==> config.mk <==
export PLATFORM = sky130hd
export DESIGN_NAME = teaching_cpu_instruction_execute
export DESIGN_NICKNAME = d
export VERILOG_FILES = /design/src/tcpu_pkg.sv /design/src/tcpu_ram.sv /design/src/teaching_cpu_instruction_execute.sv
export SDC_FILE = /design/constraint.sdc
export NUM_CORES = 2
export LEC_CHECK = 0
export BUFFER_PORTS_ARGS = -buffer_cell sky130_fd_sc_hd__buf_2
export CORE_UTILIZATION = 45
export CTS_CLUSTER_DIAMETER = 200
export DETAILED_ROUTE_END_ITERATION = 10
export GPL_TIMING_DRIVEN = 0
export PLACE_DENSITY = 0.69
export SLEW_MARGIN = 15
export SYNTH_ARGS = -nofsm -noshare
export SYNTH_HDL_FRONTEND = slang
export SYNTH_SLANG_ARGS = --single-unit
==> constraint.sdc <==
create_clock -name clk -period 12 [get_ports clk]
set_clock_uncertainty 0.2 [all_clocks]
set_input_delay 1.8 -clock clk [delete_from_list [all_inputs] [get_ports clk]]
set_output_delay 1.8 -clock clk [all_outputs]
set_load 0.05 [all_outputs]
==> src/tcpu_pkg.sv <==
package tcpu_pkg;

	localparam int REG_COUNT = 16;
	localparam int MEM_DEPTH = 256;
	localparam int DATA_W    = 8;
	localparam int REG_AW    = $clog2(REG_COUNT);
	localparam int MEM_AW    = $clog2(MEM_DEPTH);
	localparam int INSTR_W   = 16;
	localparam int RESULT_W  = 21;
	localparam int TDATA_OUT_W = 24;

	typedef enum logic [3:0] {
		OP_LOAD_MEM = 4'd1,
		OP_LOAD_IMM = 4'd2,
		OP_STORE    = 4'd3,
		OP_MOVE     = 4'd4,
		OP_ADD      = 4'd5,
		OP_NOP      = 4'd6,
		OP_JUMP_EQ  = 4'd11,
		OP_HALT     = 4'd12
	} opcode_t;

	typedef struct packed {
		logic [DATA_W-1:0] written_value;
		logic              wrote_memory;
		logic              wrote_register;
		logic              illegal;
		logic [MEM_AW-1:0] jump_target;
		logic              jump_taken;
		logic              halted;
	} result_t;

	typedef struct packed {
		logic              we;
		logic [REG_AW-1:0] addr;
		logic [DATA_W-1:0] data;
	} reg_write_t;

	typedef struct packed {
		logic              we;
		logic [MEM_AW-1:0] addr;
		logic [DATA_W-1:0] data;
	} mem_write_t;

endpackage

==> src/tcpu_ram.sv <==
module tcpu_ram #(
	parameter int WIDTH = 8,
	parameter int DEPTH = 256
) (
	input  logic                     clk,
	input  logic                     we,
	input  logic [$clog2(DEPTH)-1:0] waddr,
	input  logic [WIDTH-1:0]         wdata,
	input  logic                     re,
	input  logic [$clog2(DEPTH)-1:0] raddr,
	output logic [WIDTH-1:0]         rdata
);

	logic [WIDTH-1:0] mem_q [DEPTH];

	// read returns the old contents on a same-address collision
	always_ff @(posedge clk) begin
		if (we) begin
			mem_q[waddr] <= wdata;
		end
		if (re) begin
			rdata <= mem_q[raddr];
		end
	end

endmodule

==> src/teaching_cpu_instruction_execute.sv <==
// Instruction execute unit of a small teaching machine: each transfer on the slave stream
// carries one 16-bit instruction (opcode, R, X, Y nibbles), and each instruction yields
// exactly one result transfer on the master stream describing what it did (halt, taken
// jump and its target, illegal opcode, register or memory write and the byte written).
// The sixteen 8-bit registers and 256 bytes of data memory live in synchronous RAMs. After
// reset a clearing pass zeroes them one entry per cycle, and s_axis_tready stays low until
// it is done. The instruction is held in the stage 1 register while the RAMs are read, and
// its result goes into the output register, which drives result valid. The unit sustains
// one instruction per cycle while the master side takes results, set by the single
// read-modify-write pass through the register and data RAMs, with write-to-read forwarding
// covering back-to-back dependent instructions. Backpressure on the master side stalls
// stage 1 and then the slave side.
module teaching_cpu_instruction_execute (
	input  logic                             clk,
	input  logic                             arst_n,
	input  logic                             s_axis_tvalid,
	output logic                             s_axis_tready,
	// [15:0] instruction
	input  logic [tcpu_pkg::INSTR_W-1:0]     s_axis_tdata,
	output logic                             m_axis_tvalid,
	input  logic                             m_axis_tready,
	// [0] halted, [1] jump_taken, [9:2] jump_target, [10] illegal,
	// [11] wrote_register, [12] wrote_memory, [20:13] written_value, [23:21] zero
	output logic [tcpu_pkg::TDATA_OUT_W-1:0] m_axis_tdata
);

	localparam int AW = tcpu_pkg::REG_AW;
	localparam int MW = tcpu_pkg::MEM_AW;
	localparam int DW = tcpu_pkg::DATA_W;

	// decode of the incoming word
	logic [3:0]    in_op;
	logic [AW-1:0] in_r, in_x, in_y;
	logic [MW-1:0] in_xy;
	logic [AW-1:0] in_rda, in_rdb;
	logic          accept;

	// stage 1: instruction waiting on its RAM reads
	logic              valid_s1;
	logic [3:0]        op_s1;
	logic [AW-1:0]     r_s1, y_s1;
	logic [MW-1:0]     xy_s1;
	logic [AW-1:0]     rda_addr_s1, rdb_addr_s1;

	// RAM read data
	logic [DW-1:0] rda_raw, rdb_raw, mem_raw;
	logic [DW-1:0] rda_val, rdb_val, mem_val;

	// clearing pass after reset
	logic          clearing_q;
	logic [MW-1:0] clr_addr_q;

	// RAM write ports
	logic          reg_we, mem_we;
	logic [AW-1:0] reg_waddr;
	logic [MW-1:0] mem_waddr;
	logic [DW-1:0] reg_wdata, mem_wdata;

	// most recent writes, forwarded to a read issued at the same edge
	tcpu_pkg::reg_write_t last_reg_q, reg_wr;
	tcpu_pkg::mem_write_t last_mem_q, mem_wr;

	// output register
	logic              out_valid_q;
	tcpu_pkg::result_t out_q, res;
	logic              exec;

	assign in_op = s_axis_tdata[15:12];
	assign in_r  = s_axis_tdata[11:8];
	assign in_x  = s_axis_tdata[7:4];
	assign in_y  = s_axis_tdata[3:0];
	assign in_xy = s_axis_tdata[7:0];

	// port A serves R for store and compare, X otherwise; port B serves register 0
	// for compare, Y otherwise
	always_comb begin
		if (in_op == tcpu_pkg::OP_STORE || in_op == tcpu_pkg::OP_JUMP_EQ) begin
			in_rda = in_r;
		end else begin
			in_rda = in_x;
		end
		if (in_op == tcpu_pkg::OP_JUMP_EQ) begin
			in_rdb = '0;
		end else begin
			in_rdb = in_y;
		end
	end

	// execute when stage 1 holds an instruction and the output slot frees up
	assign exec          = valid_s1 && (!out_valid_q || m_axis_tready);
	assign s_axis_tready = !clearing_q && (!valid_s1 || exec);
	assign accept        = s_axis_tvalid && s_axis_tready;

	// during the clearing pass write zeros, afterwards take the executed writes
	always_comb begin
		if (clearing_q) begin
			reg_we    = 1'b1;
			reg_waddr = clr_addr_q[AW-1:0];
			reg_wdata = '0;
			mem_we    = 1'b1;
			mem_waddr = clr_addr_q;
			mem_wdata = '0;
		end else begin
			reg_we    = reg_wr.we;
			reg_waddr = reg_wr.addr;
			reg_wdata = reg_wr.data;
			mem_we    = mem_wr.we;
			mem_waddr = mem_wr.addr;
			mem_wdata = mem_wr.data;
		end
	end

	// two copies of the register file give two read ports
	tcpu_ram #(.WIDTH(DW), .DEPTH(tcpu_pkg::REG_COUNT)) u_reg_a (
		.clk   (clk),
		.we    (reg_we),
		.waddr (reg_waddr),
		.wdata (reg_wdata),
		.re    (accept),
		.raddr (in_rda),
		.rdata (rda_raw)
	);

	tcpu_ram #(.WIDTH(DW), .DEPTH(tcpu_pkg::REG_COUNT)) u_reg_b (
		.clk   (clk),
		.we    (reg_we),
		.waddr (reg_waddr),
		.wdata (reg_wdata),
		.re    (accept),
		.raddr (in_rdb),
		.rdata (rdb_raw)
	);

	tcpu_ram #(.WIDTH(DW), .DEPTH(tcpu_pkg::MEM_DEPTH)) u_dmem (
		.clk   (clk),
		.we    (mem_we),
		.waddr (mem_waddr),
		.wdata (mem_wdata),
		.re    (accept),
		.raddr (in_xy),
		.rdata (mem_raw)
	);

	// resolve read data: forward the latest write on an address match
	always_comb begin
		if (last_reg_q.we && last_reg_q.addr == rda_addr_s1) begin
			rda_val = last_reg_q.data;
		end else begin
			rda_val = rda_raw;
		end
		if (last_reg_q.we && last_reg_q.addr == rdb_addr_s1) begin
			rdb_val = last_reg_q.data;
		end else begin
			rdb_val = rdb_raw;
		end
		if (last_mem_q.we && last_mem_q.addr == xy_s1) begin
			mem_val = last_mem_q.data;
		end else begin
			mem_val = mem_raw;
		end
	end

	// execute the instruction in stage 1
	always_comb begin
		res    = '0;
		reg_wr = '0;
		mem_wr = '0;
		case (op_s1)
			tcpu_pkg::OP_LOAD_MEM: begin
				reg_wr = '{we: 1'b1, addr: r_s1, data: mem_val};
			end
			tcpu_pkg::OP_LOAD_IMM: begin
				reg_wr = '{we: 1'b1, addr: r_s1, data: xy_s1};
			end
			tcpu_pkg::OP_STORE: begin
				mem_wr = '{we: 1'b1, addr: xy_s1, data: rda_val};
			end
			tcpu_pkg::OP_MOVE: begin
				reg_wr = '{we: 1'b1, addr: y_s1, data: rda_val};
			end
			tcpu_pkg::OP_ADD: begin
				// carry out of the top bit drops
				reg_wr = '{we: 1'b1, addr: r_s1, data: DW'(rda_val + rdb_val)};
			end
			tcpu_pkg::OP_NOP: begin
				res = '0;
			end
			tcpu_pkg::OP_JUMP_EQ: begin
				if (rda_val == rdb_val) begin
					res.jump_taken  = 1'b1;
					res.jump_target = xy_s1;
				end
			end
			tcpu_pkg::OP_HALT: begin
				res.halted = 1'b1;
			end
			default: begin
				res.illegal = 1'b1;
			end
		endcase
		res.wrote_register = reg_wr.we;
		res.wrote_memory   = mem_wr.we;
		if (reg_wr.we) begin
			res.written_value = reg_wr.data;
		end else if (mem_wr.we) begin
			res.written_value = mem_wr.data;
		end
		// gate the writes so a stalled instruction changes nothing
		reg_wr.we = reg_wr.we && exec;
		mem_wr.we = mem_wr.we && exec;
	end

	// control state
	always_ff @(posedge clk or negedge arst_n) begin
		if (!arst_n) begin
			valid_s1    <= 1'b0;
			out_valid_q <= 1'b0;
			clearing_q  <= 1'b1;
			clr_addr_q  <= '0;
			last_reg_q  <= '0;
			last_mem_q  <= '0;
		end else begin
			// advance the clearing pass one entry per cycle, drop it after the last
			if (clearing_q) begin
				clr_addr_q <= clr_addr_q + 1'b1;
				if (clr_addr_q == MW'(tcpu_pkg::MEM_DEPTH - 1)) begin
					clearing_q <= 1'b0;
				end
			end
			if (accept) begin
				valid_s1 <= 1'b1;
			end else if (exec) begin
				valid_s1 <= 1'b0;
			end
			if (exec) begin
				out_valid_q <= 1'b1;
			end else if (m_axis_tready) begin
				out_valid_q <= 1'b0;
			end
			// record the writes of the instruction just executed; hold otherwise
			if (exec) begin
				last_reg_q <= reg_wr;
				last_mem_q <= mem_wr;
			end
		end
	end

	// payload registers
	always_ff @(posedge clk) begin
		if (accept) begin
			op_s1       <= in_op;
			r_s1        <= in_r;
			y_s1        <= in_y;
			xy_s1       <= in_xy;
			rda_addr_s1 <= in_rda;
			rdb_addr_s1 <= in_rdb;
		end
		if (exec) begin
			out_q <= res;
		end
	end

	assign m_axis_tvalid = out_valid_q;
	assign m_axis_tdata  = {(tcpu_pkg::TDATA_OUT_W - tcpu_pkg::RESULT_W)'(0), out_q};

endmodule
==> metrics.txt <==
Root Driver clkbuf_16; Design Area, Final 103000 um2; hpwl dp 169000 um; endpoints failing hold 0; crit-path cells buf_2 > clkbuf_1 > buf_1 > clkbuf_1 > buf_2 > a21oi_1 > nor3_1 > nor3_1 > and2_1; layout cells sized above 1 23.1%; Iteration-0 DRC Markers about 7k; post-CTS setup buffers 0; drc violations 0; Placer Congestion 0.917; final setup vio count 0; Post-DP Area ~96000 um2; post-synthesis sequential area ratio 75.3%; Syn Area/Cell 19.7 um2; Hold-fix buffers, CTS 0; initial antenna violation count 6; largest net degree at the start of global routing 47; Post-Route WL 247000 um; asr flop ratio synth approximately 1.8%; fillers 15.6k; Layout Utilization roughly 51%; Synth top area share 74.1%; clock sinks about 2.3k; Total GRT Usage 24.1%; Clk network pwr share roughly 41%; Max Cap Viol 0; die area 204000 um2; worst r2r path cells 9; fin. max-slew vios 0; starting density of the core 45.4%; Setup CP Type input pin to register; grt ovf 0; Max Root-Sink Buffers 3; Worst-path clk slew 0.06 ns; CP Max Fanout 10; Pwr Total 16.4 mW; # resized after CTS 0; total CTS buffers 222; HP Class register to register; cell family with most CP delay buffers and inverters; Crit. End Element register; run status finished, final reports clean; Slew HR 12.8%; non-filler cells, final 7787; port bufs between 40 and 50; Clock H-tree levels 4; Netlist cell types 62; RSZ-0062 raised after global routing no; crit path time final 6.15 ns; power density cells around 160 nW/um2; 1st-pass router iterations 6; CORE AREA 200000 um2; Die Width around 450 um; period utilization 51.2%; clk_lat worst skew 0.87 ns; slowest CP cell buf_1; Crit path largest cell delay 1.00 ns; P&R area growth vs syn 13.2%; Vias/cell 6.25; top post-synthesis cells by area edfxtp_1, mux4_2, mux2i_1; routed vias 48.6k; CP Depth 9; setup TNS 0 ns; Comb pwr share 5.5%; Mapped Area 90900 um2; fmax roughly 0.16 GHz; DP Cell Count 7373; yosys warns 0; I/O pin cnt 46; CP required approximately 12 ns; drt wl/cell 31.7 um; EDFF count, synth around 2.2k; Critical Path Source Type input pin; chip height 452 um; # rows approximately 160; global-route wire length before repair 349000 um; Internal 12.8 mW; Net Sw Power 3.61 mW; CTS tree built; cell count after synthesis around 4.6k; Antenna Violating Nets Remaining 0; Yosys reg bits 2286; Worst EP arrival 6.55 ns; Synth area leader edfxtp_1; sequential power share 53.4%; worst slew pin tran between 1 and 1.5 ns; Max VDD drop 0.000121 V; vias in the first global route 47.6k; Nets ~5k; Synth Flop Type edfxtp_1; leak pwr 35.7 nW; WHS Path Cells 2; Critical path buffers and inverters 5; Sw Share 22.0%
-- final timing paths --
| kind | startpoint | endpoint | slack [ns] |
|---|---|---|---|
| worst max register to register | clearing_q$_DFF_PN1_ | u_dmem.mem_q[86][5]$_DFFE_PP_ | 6.85 |
| min in group asynchronous | arst_n | valid_s1$_DFFE_PN0P_ | 0.90 |
| worst max-delay path | s_axis_tdata[4] | u_dmem.rdata[1]$_DFFE_PP_ | 5.85 |
| worst min register to register | last_mem_q[3]$_DFFE_PN0P_ | last_mem_q[3]$_DFFE_PN0P_ | 0.28 |
| max in group asynchronous | arst_n | last_reg_q[5]$_DFFE_PN0P_ | 10.05 |
| worst min-delay path | last_mem_q[3]$_DFFE_PN0P_ | last_mem_q[3]$_DFFE_PN0P_ | 0.28 |
-- cell usage in the layout (no fill, tap or decap), drive strengths merged, types with 9 or more instances in the layout --
master / instances
edfxtp: 2245
mux4: 526
clkbuf: 440
nor2: 328
nand2: 258
buf: 256
mux2i: 158
clkinv: 97
o22ai: 67
nand3: 66
mux2: 64
o21ai: 55
a21oi: 53
a22oi: 48
a211oi: 43
dfrtp: 40
a31oi: 33
inv: 33
nor3: 30
a221oi: 27
a311oi: 24
and2: 24
xnor2: 22
or2: 20
and3: 18
bufinv: 15
nor2b: 14
a22o: 13
o31ai: 11
o221ai: 10
nand4: 10
nand2b: 9
-- registers in the layout, indices dropped and copies added (netlist names) --
register       flops
u_reg_a.mem_q    128
last_mem_q        17
xy_s1              5
clr_addr_q         8
clearing_q         1
last_reg_q        13
u_reg_b.rdata      8
rdb_addr_s1        4
rda_addr_s1        4
op_s1              4
u_dmem.rdata       8
u_reg_a.rdata      8
valid_s1           1
m_axis_tdata      21
u_dmem.mem_q    2048
y_s1               3
r_s1               4
m_axis_tvalid      1
-- routing by layer --
layer,share of wire [%],track usage [%],wire length [um],vias to the layer above
li1,-,-,-,19600
met1,38,33.1,93800,25300
met2,46,37.2,115000,3219
met3,11,6.10,28100,546
met4,4.2,9.39,10300,4
met5,0.037,0.280,92,-
-- power groups by stage --
stage	Sequential, mW	Combinational [mW]	Clock [mW]
after floorplan	8.98	0.503	0
after global placement	8.98	0.850	0
after detailed placement	8.94	0.891	0
after CTS	8.77	0.894	6.79
after global routing	8.77	0.939	7.08
final	8.77	0.908	6.75
-- kinds of logic after synthesis --
logic type,count (synthesis),share of synthesized area [%]
compound gates,419,3.18
xor+xnor,29,0.279
fa+ha+maj,9,0.132
buf+inv,327,1.83
flops,2286,75.3
mux,748,15.6
other cells,1,0.00412
simple gates,793,3.75
-- worst min-delay path, stage by stage, from the launching register on --
cell	delay, ns
dfrtp_1	0.34
nand2_1	0.05
o31ai_1	0.05
-- Yosys cell counts, drive strengths merged, types with 43 or more instances --
master,n
nor2,328
mux2i,158
buf,154
mux4,526
o22ai,67
a22oi,48
a211oi,43
nand2,258
mux2,64
nand3,66
o21ai,55
edfxtp,2245
clkbuf,145
a21oi,53
-- per-stage QoR --
step	hold WS, ns	setup WS, ns
6_report	0.279	5.85
5_1_grt	0.299	5.98
3_5_place_dp	0.268	5.32
4_1_cts	0.281	6.23
3_3_place_gp	0.259	-4.44
2_1_floorplan	0.248	3.30
-- final cells by class --
type | instances | area [um2] | area share [%]
inverter | 28 | 105 | 0.102
clock buffer | 294 | 5870 | 5.70
buffer | 299 | 1580 | 1.53
sequential | 2286 | 68400 | 66.5
antenna | 2 | 5.00 | 0.00486
timing repair buffer | 103 | 1540 | 1.50
tap | 2656 | 3320 | 3.23
clock inverter | 118 | 1120 | 1.08
multi-input combinational | 2001 | 20900 | 20.3
(Power assumes the default switching activity.)
